===== config.mk =====
export PLATFORM = sky130hd
export DESIGN_NAME = bqve_emit
export DESIGN_NICKNAME = d
export VERILOG_FILES = /design/src/rtl/bqve_pkg.sv /design/src/rtl/bqve_emit.sv
export SDC_FILE = /design/constraint.sdc
export NUM_CORES = 1
export LEC_CHECK = 0
export BUFFER_PORTS_ARGS = -buffer_cell sky130_fd_sc_hd__buf_2
export CAP_MARGIN = 0
export CORE_MARGIN = 5
export CORE_UTILIZATION = 47
export CTS_CLUSTER_SIZE = 16
export DETAILED_ROUTE_END_ITERATION = 12
export PLACE_DENSITY = 0.82
export SYNTH_ARGS = -nofsm -noshare
export SYNTH_HDL_FRONTEND = slang
export SYNTH_SLANG_ARGS = --single-unit
export TNS_END_PERCENT = 100

===== constraint.sdc =====
create_clock -name clk_i -period 11.65 [get_ports clk_i]
set_input_delay 0.5825 -clock clk_i [delete_from_list [all_inputs] [get_ports clk_i]]
set_output_delay 0.5825 -clock clk_i [all_outputs]
set_load 0.01 [all_outputs]

===== src/rtl/bqve_pkg.sv =====
// Shared types, constants and vertex tables of the billboard quad expander.
`timescale 1ns / 1ps
`default_nettype none

package bqve_pkg;

  // Register map of the configuration port
  typedef enum logic [2:0] {
    REG_RIGHT_X = 3'd0,
    REG_RIGHT_Y = 3'd1,
    REG_RIGHT_Z = 3'd2,
    REG_UP_X    = 3'd3,
    REG_UP_Y    = 3'd4,
    REG_UP_Z    = 3'd5
  } reg_idx_e;

  typedef enum logic [1:0] {
    ST_OK        = 2'd0,
    ST_BAD_BASIS = 2'd1,
    ST_BAD_SIZE  = 2'd2,
    ST_OVERFLOW  = 2'd3
  } status_e;

  // Corner codes
  localparam logic [1:0] CORNER_BL = 2'd0;
  localparam logic [1:0] CORNER_BR = 2'd1;
  localparam logic [1:0] CORNER_TL = 2'd2;
  localparam logic [1:0] CORNER_TR = 2'd3;

  localparam logic [2:0] LAST_VERTEX = 3'd5;

  // Q2.14 value of 1.0 used for the reset basis
  localparam logic signed [15:0] Q14_ONE  = 16'sd16384;
  localparam logic signed [15:0] Q14_ZERO = 16'sd0;

  // Basis tolerance in Q4.28 (0.001 rounded down) and 1.0 in Q4.28
  localparam int unsigned        DOT_W      = 35;
  localparam logic signed [34:0] BASIS_TOL  = 35'sd268435;
  localparam logic signed [34:0] BASIS_ONE  = 35'sd268435456;

  // Rounding bias for Q18.30 -> Q16.16
  localparam logic signed [49:0] ROUND_BIAS = 50'sd8192;

  // Width of intermediate corner coordinates
  localparam int unsigned CW = 38;

  typedef logic signed [15:0] axis_t;
  typedef logic signed [31:0] coord_t;
  typedef logic signed [CW-1:0] wide_t;

  typedef struct packed {
    axis_t [2:0] r;
    axis_t [2:0] u;
  } basis_t;

  // Finished quad: four corners (x, y, z each) and its status
  typedef struct packed {
    coord_t [3:0][2:0] c;
    status_e           status;
  } quad_t;

  function automatic logic [1:0] vertex_corner(input logic [2:0] k);
    logic [1:0] c;
    c = CORNER_BL;
    case (k)
      3'd0:    c = CORNER_TL;
      3'd1:    c = CORNER_TR;
      3'd2:    c = CORNER_BR;
      3'd3:    c = CORNER_TL;
      3'd4:    c = CORNER_BR;
      default: c = CORNER_BL;
    endcase
    return c;
  endfunction

  function automatic logic vertex_u(input logic [2:0] k);
    logic u;
    u = 1'b0;
    case (k) inside
      3'd1, 3'd2, 3'd4: u = 1'b1;
      default:          u = 1'b0;
    endcase
    return u;
  endfunction

  function automatic logic vertex_v(input logic [2:0] k);
    logic v;
    v = 1'b0;
    case (k) inside
      3'd2, 3'd4, 3'd5: v = 1'b1;
      default:          v = 1'b0;
    endcase
    return v;
  endfunction

  // True when a wide value fits a signed 32-bit word
  function automatic logic fits32(input wide_t x);
    return x[CW-1:31] == {(CW-31){x[31]}};
  endfunction

endpackage

`default_nettype wire


===== src/rtl/bqve_emit.sv =====
// Output stage: holds one finished quad and walks its six vertices, or gives one result if it was rejected.
`timescale 1ns / 1ps
`default_nettype none

module bqve_emit
  import bqve_pkg::*;
(
  input  wire logic  clk_i,
  input  wire logic  rst_ni,
  input  wire logic  quad_valid_i,
  output logic       quad_ready_o,
  input  wire quad_t quad_i,
  output logic       out_valid_o,
  input  wire logic  out_ready_i,
  output coord_t     vertex_x_o,
  output coord_t     vertex_y_o,
  output coord_t     vertex_z_o,
  output logic       tex_u_o,
  output logic       tex_v_o,
  output logic       last_o,
  output logic [1:0] status_o
);

  logic       v_q;
  quad_t      quad_q;
  logic [2:0] cnt_q, cnt_d;
  logic       err, last, fire, load;
  logic [1:0] corner;

  assign err    = quad_q.status != ST_OK;
  assign last   = err || (cnt_q == LAST_VERTEX);
  assign fire   = v_q && out_ready_i;
  assign load   = !v_q || (fire && last);
  assign corner = vertex_corner(cnt_q);

  always_comb begin
    cnt_d = cnt_q;
    if (load)      cnt_d = '0;
    else if (fire) cnt_d = cnt_q + 3'd1;
  end

  always_ff @(posedge clk_i or negedge rst_ni) begin
    if (!rst_ni) begin
      v_q   <= 1'b0;
      cnt_q <= '0;
    end else begin
      if (load) v_q <= quad_valid_i;
      cnt_q <= cnt_d;
    end
  end

  always_ff @(posedge clk_i) begin
    if (load && quad_valid_i) quad_q <= quad_i;
  end

  assign quad_ready_o = load;
  assign out_valid_o  = v_q;
  assign vertex_x_o   = err ? '0 : quad_q.c[corner][0];
  assign vertex_y_o   = err ? '0 : quad_q.c[corner][1];
  assign vertex_z_o   = err ? '0 : quad_q.c[corner][2];
  assign tex_u_o      = !err && vertex_u(cnt_q);
  assign tex_v_o      = !err && vertex_v(cnt_q);
  assign last_o       = last;
  assign status_o     = quad_q.status;

endmodule

`default_nettype wire


==> impl_metrics.tcl <==
set metrics [dict create \
    synth-edff-count 386 \
    first_global_vias 13500 \
    synth.area.top_cells "edfxtp_1, mux2i_1, a311oi_1, nand2_1, a22oi_1" \
    cts-root-buf "clkbuf_16" \
    synth-xor-area-share 0 \
    firstDrtPassIters 5 \
    drt-wirelength-per-cell_um 21.8 \
    die_area_um2 40800 \
    grt_use_met2 0.405 \
    cp_max_fo 75 \
    grt_pass1_wl_um 74500 \
    place.gp.congestion 0.906 \
    r2r_end "quad_q[102]" \
    cts_buffer_depth 3 \
    finClkSkew_ps 15.2 \
    synthFlopType "edfxtp_1" \
    register_area_um2 11700 \
    finalHoldViolCount 0 \
    fin_area_um2 21400 \
    cts_buffers 43 \
    internal-power_mw 2.55 \
    swShare 0.239 \
    die_w_um 202 \
    endpoint_kind "output port" \
    cts.sinks 390 \
    pwr-share-seq 0.498 \
    seq_area_frac_synth 0.674 \
    worstSetupStartpoint "cnt_q[1]" \
    synth_area_um2 17300 \
    place_ws_ps 6930 \
    cp.required_ps 11070 \
    yosysUniqueCellTypes 27 \
    cts_tree "done" \
    core_um2 36500 \
    synth_fa_ha_area_frac 0.00361 \
    synth.net_count 1708 \
    initial_utilization 0.475 \
    synth_mux_area_frac 0.0566 \
    cts_resized 0 \
    crit_end "vertex_z_o[15]" \
    drt-initial-drc-count 1020 \
    top_usage_layer "met2" \
    outcome "finished clean" \
    rows 70 \
    ys_warn_count 0 \
    cts.htree.levels 2 \
    synth_compound_area_frac 0.120 \
    placed_cells 2169 \
    antenna_found_initial 13 \
    rsz0062_at_grt "no" \
    grt_use_total 0.230 \
    synth.most_common_cell "edfxtp_1" \
    viasPerCell 5.80 \
    layout-drive-gt1-share 0.355 \
    rrSetupSlack_ps 7000 \
    worst_slack_ps 6340 \
    grtUsageMet1 0.278 \
    met3_usage 0.0504 \
    syn_area_per_cell_um2 13.2 \
    fin_util 0.587 \
    clk_latency_ps 540 \
    io_buffer_count 492 \
    vias 13100 \
    dpl_cell_area_um2 20100 \
    synth_top_family_by_area "compound AO/OA/AOI/OAI gates" \
    p_sw_mw 0.804 \
    peakVddDrop_mv 0.133 \
    clk_pin_slew_ps 60 \
    fillers 2799 \
    powerDensity_nw_per_um2 157 \
    p_leak_nw 8.87 \
    yosysTopAreaCell "edfxtp_1" \
    nets 2142 \
    critPathLaunchType "flip-flop" \
    r2r-start "cnt_q[1]" \
    drc 0 \
    pwr-share-clk 0.381 \
    io_pins 493 \
    instances_no_fill 2255 \
    hold_path_class "in2reg" \
    drv_cap 0 \
    synthTopCellsByCount "edfxtp_1, nand2_1, nor2_1" \
    worst_pin_slew_ps 1300 \
    wirelength_um 49100 \
    area_delta_synth_final_pct 23.6 \
    min_period_over_period 0.456 \
    period_needed_ps 5310 \
    synthSimpleGateAreaFrac 0.116 \
    setup_tns_ps 0 \
    grt_overflow 0 \
    slew_viol_final 0 \
    hpwl_um 32900 \
    die_h_um 202 \
    setup_viol 0 \
    ys_seq_elements 390 \
    rr_worst_depth 8 \
    grt_max_degree 104 \
    arrival_ps 4730 \
    fmax_ghz 0.188 \
    maxSlewHeadroom 0.136 \
    power_frac_comb 0.121 \
    crit_type "reg2out" \
    synth_cells 1313 \
    synth_top_area_frac 0.668 \
    synthArstFlopShare 0.0103 \
    ant_nets 0 \
    multi_input_area_um2 5200 \
]
## cell usage in the layout, fill, tap and decap left out, types with 6 or more instances in the layout
| cell | n |
|---|---|
| a311oi_1 | 96 |
| clkbuf_16 | 45 |
| nand2_1 | 195 |
| or3b_2 | 57 |
| a22oi_1 | 96 |
| buf_4 | 16 |
| edfxtp_1 | 386 |
| buf_2 | 492 |
| clkinv_2 | 6 |
| mux2i_1 | 98 |
| clkinv_1 | 11 |
| diode_2 | 8 |
| nor2_1 | 101 |
| a21oi_1 | 96 |
| clkbuf_1 | 8 |
| or3b_1 | 39 |
## metrics by stage
stage | hold WS (ps) | power [mW]
detailed placement | 395 | 2.11
finish | 217 | 3.36
global placement | 392 | 2.09
CTS | 181 | 3.38
floorplan | 287 | 1.97
global route | 181 | 3.50
## how the worst min path moves through the flow
stage / to / depth (start not counted) / slack, ps / startpoint
floorplan: cnt_q[0] / 0 / 290 / rst_ni
global placement: cnt_q[1] / 1 / 390 / rst_ni
detailed placement: cnt_q[0] / 1 / 400 / rst_ni
CTS: quad_q[13] / 1 / 180 / quad_i[13]
global route: quad_q[280] / 1 / 180 / quad_i[280]
finish: quad_q[243] / 1 / 220 / quad_i[243]
## power by group through the flow
stage	clock (mW)	combinational, mW	sequential, mW
3_3_place_gp	0	0.395	1.70
6_report	1.28	0.406	1.67
3_5_place_dp	0	0.405	1.70
2_1_floorplan	0	0.243	1.72
5_1_grt	1.38	0.442	1.68
4_1_cts	1.30	0.407	1.67
## critical path, stage by stage, from the launching register on
cell and delay [ps]:
dfrtp_1 450, inv_1 190, ha_4 550, buf_4 500, o21bai_1 130, a222oi_1 430, buf_4 480, buf_4 670
nor2_1 170, a311oi_1 300, buf_2 200
## flip-flops by register name (all words and copies together), names as in the netlist
register,cells
out_valid_o,1
cnt_q,3
quad_q,384
status_o,2
## layer usage
metal | vias to the layer above | part of all wire
met3 | 111 | 0.079
met2 | 623 | 0.52
met1 | 6395 | 0.37
met5 | - | 0.0012
li1 | 5943 | -
met4 | 8 | 0.034
## cell families (layout without fill, tap and decap cells)
logic type | after synthesis | after routing
other | 0 | 8
AOI/OAI and AO/OA | 293 | 293
DFF | 390 | 390
buffers and inverters | 124 | 590
adders and majority gates | 5 | 5
and+or+nand+nor | 403 | 403
muxes | 98 | 98
## layout make-up
class,count,area share
Sequential cell,390,0.546
Inverter,4,0.000701
Tap cell,468,0.0273
Clock buffer,53,0.0539
Timing Repair Buffer,509,0.121
Antenna cell,8,0.000934
Multi-Input combinational cell,799,0.242
Clock inverter,24,0.00800
## what timing repair did
item,4_1_cts,5_1_grt
setup buffers,0,0
endpoints found under the setup margin,0,0
endpoints found under the hold margin,4,0
hold buffers,1,0
(Power assumes the default switching activity.)
