### src/rtl/bqve_pkg.sv
// Shared types, constants and vertex tables of the billboard quad expander.
`timescale 1ns / 1ps
`default_nettype none

package bqve_pkg;

  // Register map of the configuration port
  typedef enum logic [2:0] {
    REG_RIGHT_X = 3'd0,
    REG_RIGHT_Y = 3'd1,
    REG_RIGHT_Z = 3'd2,
    REG_UP_X    = 3'd3,
    REG_UP_Y    = 3'd4,
    REG_UP_Z    = 3'd5
  } reg_idx_e;

  typedef enum logic [1:0] {
    ST_OK        = 2'd0,
    ST_BAD_BASIS = 2'd1,
    ST_BAD_SIZE  = 2'd2,
    ST_OVERFLOW  = 2'd3
  } status_e;

  // Corner codes
  localparam logic [1:0] CORNER_BL = 2'd0;
  localparam logic [1:0] CORNER_BR = 2'd1;
  localparam logic [1:0] CORNER_TL = 2'd2;
  localparam logic [1:0] CORNER_TR = 2'd3;

  localparam logic [2:0] LAST_VERTEX = 3'd5;

  // Q2.14 value of 1.0 used for the reset basis
  localparam logic signed [15:0] Q14_ONE  = 16'sd16384;
  localparam logic signed [15:0] Q14_ZERO = 16'sd0;

  // Basis tolerance in Q4.28 (0.001 rounded down) and 1.0 in Q4.28
  localparam int unsigned        DOT_W      = 35;
  localparam logic signed [34:0] BASIS_TOL  = 35'sd268435;
  localparam logic signed [34:0] BASIS_ONE  = 35'sd268435456;

  // Rounding bias for Q18.30 -> Q16.16
  localparam logic signed [49:0] ROUND_BIAS = 50'sd8192;

  // Width of intermediate corner coordinates
  localparam int unsigned CW = 38;

  typedef logic signed [15:0] axis_t;
  typedef logic signed [31:0] coord_t;
  typedef logic signed [CW-1:0] wide_t;

  typedef struct packed {
    axis_t [2:0] r;
    axis_t [2:0] u;
  } basis_t;

  // Finished quad: four corners (x, y, z each) and its status
  typedef struct packed {
    coord_t [3:0][2:0] c;
    status_e           status;
  } quad_t;

  function automatic logic [1:0] vertex_corner(input logic [2:0] k);
    logic [1:0] c;
    c = CORNER_BL;
    case (k)
      3'd0:    c = CORNER_TL;
      3'd1:    c = CORNER_TR;
      3'd2:    c = CORNER_BR;
      3'd3:    c = CORNER_TL;
      3'd4:    c = CORNER_BR;
      default: c = CORNER_BL;
    endcase
    return c;
  endfunction

  function automatic logic vertex_u(input logic [2:0] k);
    logic u;
    u = 1'b0;
    case (k) inside
      3'd1, 3'd2, 3'd4: u = 1'b1;
      default:          u = 1'b0;
    endcase
    return u;
  endfunction

  function automatic logic vertex_v(input logic [2:0] k);
    logic v;
    v = 1'b0;
    case (k) inside
      3'd2, 3'd4, 3'd5: v = 1'b1;
      default:          v = 1'b0;
    endcase
    return v;
  endfunction

  // True when a wide value fits a signed 32-bit word
  function automatic logic fits32(input wide_t x);
    return x[CW-1:31] == {(CW-31){x[31]}};
  endfunction

endpackage

`default_nettype wire

### src/rtl/bqve_cfg_regs.sv
// Basis configuration registers of the billboard quad expander.
`timescale 1ns / 1ps
`default_nettype none

module bqve_cfg_regs
  import bqve_pkg::*;
(
  input  wire logic        clk_i,
  input  wire logic        rst_ni,
  input  wire logic        cfg_valid_i,
  output logic             cfg_ready_o,
  input  wire logic [2:0]  cfg_index_i,
  input  wire logic [15:0] cfg_data_i,
  output basis_t           basis_o
);

  basis_t basis_q;
  basis_t basis_d;

  assign cfg_ready_o = 1'b1;

  always_comb begin
    basis_d = basis_q;
    if (cfg_valid_i) begin
      unique case (cfg_index_i)
        REG_RIGHT_X: basis_d.r[0] = cfg_data_i;
        REG_RIGHT_Y: basis_d.r[1] = cfg_data_i;
        REG_RIGHT_Z: basis_d.r[2] = cfg_data_i;
        REG_UP_X:    basis_d.u[0] = cfg_data_i;
        REG_UP_Y:    basis_d.u[1] = cfg_data_i;
        REG_UP_Z:    basis_d.u[2] = cfg_data_i;
        default:     basis_d = basis_q; // drop writes beyond the map
      endcase
    end
  end

  always_ff @(posedge clk_i or negedge rst_ni) begin
    if (!rst_ni) begin
      basis_q.r <= {Q14_ZERO, Q14_ZERO, Q14_ONE};
      basis_q.u <= {Q14_ZERO, Q14_ONE, Q14_ZERO};
    end else begin
      basis_q <= basis_d;
    end
  end

  assign basis_o = basis_q;

endmodule

`default_nettype wire

### config.mk
export PLATFORM = sky130hd
export DESIGN_NAME = bqve_cfg_regs
export DESIGN_NICKNAME = d
export VERILOG_FILES = /design/src/rtl/bqve_pkg.sv /design/src/rtl/bqve_cfg_regs.sv
export SDC_FILE = /design/constraint.sdc
export NUM_CORES = 1
export LEC_CHECK = 0
export BUFFER_PORTS_ARGS = -buffer_cell sky130_fd_sc_hd__buf_2
export CAP_MARGIN = 25
export CORE_MARGIN = 2
export CORE_UTILIZATION = 29
export CTS_CLUSTER_DIAMETER = 200
export CTS_CLUSTER_SIZE = 10
export DETAILED_ROUTE_END_ITERATION = 16
export SYNTH_ARGS = -nofsm -noshare
export SYNTH_HDL_FRONTEND = slang
export SYNTH_SLANG_ARGS = --single-unit
### constraint.sdc
create_clock -name clk_i -period 0.8 [get_ports clk_i]
set_input_delay 0.08 -clock clk_i [delete_from_list [all_inputs] [get_ports clk_i]]
set_output_delay 0.08 -clock clk_i [all_outputs]
set_load 0.03 [all_outputs]
==> results <==
- The flow ran to the end, but the final reports show violations.
- The final reports fail on setup timing.
- The CTS root buffer is sky130_fd_sc_hd__clkbuf_16.
- Global routing finished with a remaining overflow of 0.
- In the routed design, unresolved DRC markers number 0.
- The cell family contributing the most delay on the critical path is flip-flops.
- The critical path goes through buf_6.
- Max-cap violations in this run came to 0.
- The die covers around 14000 um^2.
- The number of antenna cells inserted is 0.
- The number of max-slew violations in the final report is 0.
- Setup repair after global routing could not meet its margin everywhere.
- The share of total power dissipated in sequential elements is 0.374.
- Power comes to 18400 uW.
- The number of global-route vias before repair is around 2700.
- Along the worst path, the maximum fanout reaches 2.
- Power spread over the standard cell area amounts to 2930 nW/um^2.
- The number of antenna violations at the first check in global routing is 0.
- Entering global routing, the biggest net connects between 50 and 60 pins.
- The path depth of the worst reg2reg path is 3.
- The total track usage is 0.150.
- The reg-to-reg startpoint is basis_o[62]$_DFFE_PN1P_.
- The layout net count is just over 400.
- The ratio of routed vias to standard cells is between 4 and 5.
- The y dimension of the die is approximately 120 um.
- The compound-cell area share of the yosys netlist came to 0.
- Of the total power, the clock network draws 0.210.
- In this run the number of cells on the critical path is 1.
- The period utilization is 1.38.
- In this run the remaining antenna-violating nets after routing total 0.
- After the first detailed-routing iteration, the DRC count stood at 67.
- The signed area change from the synthesized netlist to the final layout is 68.4%.
- Buffers placed on the I/O ports in this run total ~120.
- The number of failing hold endpoints at the final stage came to 0.
- The area fraction of the dominant cell type after synthesis is 0.631.
- Cell internal power was estimated by the tool at 12300 uW.
- Counting flops and latches in the post-synthesis netlist gives 96.
- Summed over all nets, wire length on met2 after detailed routing comes to ~5 mm.
- For this design the top-level I/O count stands at roughly 120.
- The congestion estimate from routability-driven global placement came to about 0.66.
- The number of buffers created by CTS is 9.
- The share of the synthesized netlist area taken by xor and xnor gates is 0.
- The dominant combinational cell family by area after synthesis is multiplexers.
- The initial utilization of the core area, before any placement, comes to 0.297.
- The critical path in this run is classified as register to output pin.
- The number of flip-flops under the largest register name is between 90 and 100.
- The total routed wire length on the met1 layer is about 4.4 mm.
- The row count is just over 40.
- Across the VDD grid, the largest voltage drop is 0.00124 V.
- The largest single stage delay on the critical path is roughly 0.55 ns.
- The netlist uses 12 different library cells.
- The start point of the worst hold path is cfg_data_i[2].
- After detailed routing, the average wire length per cell comes to 17.7 um.
- The synthesized-area fraction occupied by and/or/nand/nor cells is 0.0245.
- The die is between 100 and 150 um wide.
- The depth of the worst hold-timing path is 2.
- In the synthesized netlist, the number of instances is 210.
- Clock tree synthesis found a total of 96 sinks.
- The clock reaches the later pin of the worst-skew pair after roughly 0.34 ns.
- At the worst endpoint, the required time is just over 0.7 ns.
- In this run the worst setup path begins at basis_o[62]$_DFFE_PN1P_.
- The share of total power dissipated in combinational logic is 0.416.
- The maximum clock frequency is approximately 910 MHz.
- The mean cell area of the mapped netlist is about 18 um^2.
- For this run, the register share of the synthesized area comes to 0.645.
- In this run the standard cell core region covers around 13000 um^2.
- The total standard cell area after synthesis is about 3700 um^2.
- The switching power summed over all nets is between 6000 and 7000 uW.
- The number of buffer and inverter instances along the worst setup path is 1.
- STA classifies the critical path endpoint as an output pin.
- Of the total synthesized cell area, the portion taken by full adders, half adders and majority gates is 0.
- Of the total power, the share spent switching nets is 0.333.
- The pre-antenna-repair detailed-routing pass consisted of 4 iterations.
- After synthesis, the cell types taking the most area are sky130_fd_sc_hd__dfrtp_1 (63%), sky130_fd_sc_hd__mux2_2 (26%), sky130_fd_sc_hd__mux2_4 (4.0%).
- Setup slack on the critical path of the routed design comes to -0.300 ns.
- The final layout contains routed wiring with a total length of 10.1 mm.
- The total via count in the routed design is approximately 2500.
- The H-tree generated during clock tree synthesis spans 3 levels.
- The yosys synthesis warning count is 0.
- The clock tree from TritonCTS is built.
- The fraction of final layout cells with drive strength greater than 1 is 0.781.
- The top metal layer carrying routed signals is met4.
- The analysis attributes to cell leakage a power of between 0.002 and 0.003 uW.
- The worst setup path is launched from a register.
- The number of nets handed over by synthesis was roughly 230.
- Detailed routing placed a total of about 450 um of wire on met3.
- The wire length of the first global-routing pass is between 15 and 20 mm.
- The portion of synthesized area spent on multiplexers is 0.300.
- sky130_fd_sc_hd__dfrtp_1 takes more of the synthesized area than any other cell.
- The final HPWL from detailed placement is roughly 6 mm.
- The clock skew is 0 ns.
- The slowest stage of the critical path belongs to the cell sky130_fd_sc_hd__dfstp_2.
- Setup violations remaining at the end of the flow were counted as 156.
- The tightest hold path in the finished design has a slack of approximately 0.046 ns.
- The signal arrival time at the worst endpoint is approximately 1.0 ns.
- The clock-pin slew on the worst setup and hold paths is approximately 0.07 ns.
- The worst hold path belongs to the class input pin to register.
- The largest buffer count on any clock path is 2.
- The final critical path time including I/O delays and setup is between 1 and 1.5 ns.
## Yosys cell counts
| master | n |
|---|---|
| sky130_fd_sc_hd__buf_4 | 1 |
| sky130_fd_sc_hd__buf_2 | 2 |
| sky130_fd_sc_hd__nor4b_4 | 1 |
| sky130_fd_sc_hd__buf_8 | 1 |
| sky130_fd_sc_hd__mux2_4 | 10 |
| sky130_fd_sc_hd__and4bb_2 | 3 |
| sky130_fd_sc_hd__dfstp_2 | 2 |
| sky130_fd_sc_hd__dfrtp_1 | 94 |
| sky130_fd_sc_hd__buf_6 | 7 |
| sky130_fd_sc_hd__conb_1 | 1 |
| sky130_fd_sc_hd__nand4b_2 | 2 |
| sky130_fd_sc_hd__mux2_2 | 86 |
## per-layer routing
layer	vias up	GRT usage
li1	1111	-
met1	1266	0.189
met3	8	0.0447
met5	-	0
met4	0	0.0429
met2	68	0.248
## cell usage in the layout, fill, tap and decap left out
master,count
sky130_fd_sc_hd__nor4b_4,1
sky130_fd_sc_hd__mux2_2,25
sky130_fd_sc_hd__clkbuf_16,9
sky130_fd_sc_hd__dfrtp_2,12
sky130_fd_sc_hd__buf_6,130
sky130_fd_sc_hd__conb_1,1
sky130_fd_sc_hd__dfrtp_1,82
sky130_fd_sc_hd__and4bb_4,1
sky130_fd_sc_hd__dlygate4sd3_1,1
sky130_fd_sc_hd__and4bb_2,2
sky130_fd_sc_hd__clkbuf_1,3
sky130_fd_sc_hd__buf_2,16
sky130_fd_sc_hd__nand4b_2,2
sky130_fd_sc_hd__dfstp_2,2
sky130_fd_sc_hd__buf_8,2
sky130_fd_sc_hd__buf_12,7
sky130_fd_sc_hd__mux2_4,71
sky130_fd_sc_hd__clkbuf_4,1
sky130_fd_sc_hd__buf_16,1
sky130_fd_sc_hd__clkinv_2,3
sky130_fd_sc_hd__buf_4,24
sky130_fd_sc_hd__clkinvlp_4,1
## stage by stage
stage | util | instances | worst slack, ns | TNS, ns | cell area [um^2]
after CTS | 0.481 | 552 | -0.304 | -20.08 | 6040
after global routing | 0.500 | 569 | -0.324 | -25.02 | 6280
after detailed placement | 0.383 | 502 | -0.447 | -36.52 | 4810
after global placement | 0.383 | 502 | -0.432 | -35.41 | 4810
final | 0.500 | 569 | -0.300 | -20.63 | 6280
after floorplan | - | 210 | -0.431 | -24.20 | 3950
## worst paths after layout
check / end / slack (ns)
worst min register to register: basis_o[4]$_DFFE_PN0P_ / 0.53
worst max register to register: basis_o[62]$_DFFE_PN1P_ / -0.15
worst max-delay path: basis_o[62] / -0.30
min in group asynchronous: basis_o[1]$_DFFE_PN0P_ / 0.27
max in group asynchronous: basis_o[30]$_DFFE_PN1P_ / 0.22
worst min-delay path: basis_o[82]$_DFFE_PN0P_ / 0.05
## final cells by class
cell class	count	area, um^2
multi-input combinational	103	1450
tap	172	215
clock inverter	4	22.5
clock buffer	12	236
timing repair buffer	182	1940
sequential	96	2420
fill	1060	6290
## cell families (layout without fill, tap and decap cells)
logic type,Yosys count,in the layout
flip-flops,96,96
buffers and inverters,11,198
other,1,1
AND/OR/NAND/NOR,6,6
multiplexers,96,96
## power groups by stage
stage               clock [uW]  combinational [uW]  sequential [uW]
floorplan                    0                1420             8760
global placement             0                5190             6600
detailed placement           0                5230             6630
CTS                       3960                7190             6800
global route              4160                7980             7000
finish                    3860                7660             6870
## timing repair
action                     4_1_cts  5_1_grt
hold endpoints to repair        95        0
setup buffers                   32       17
pin swaps                        2        1
resized for setup              220       29
cloned                           1        0
hold buffers                     1        0
setup endpoints to repair      159      159
No activity file was read; power rests on OpenSTA's default activity.
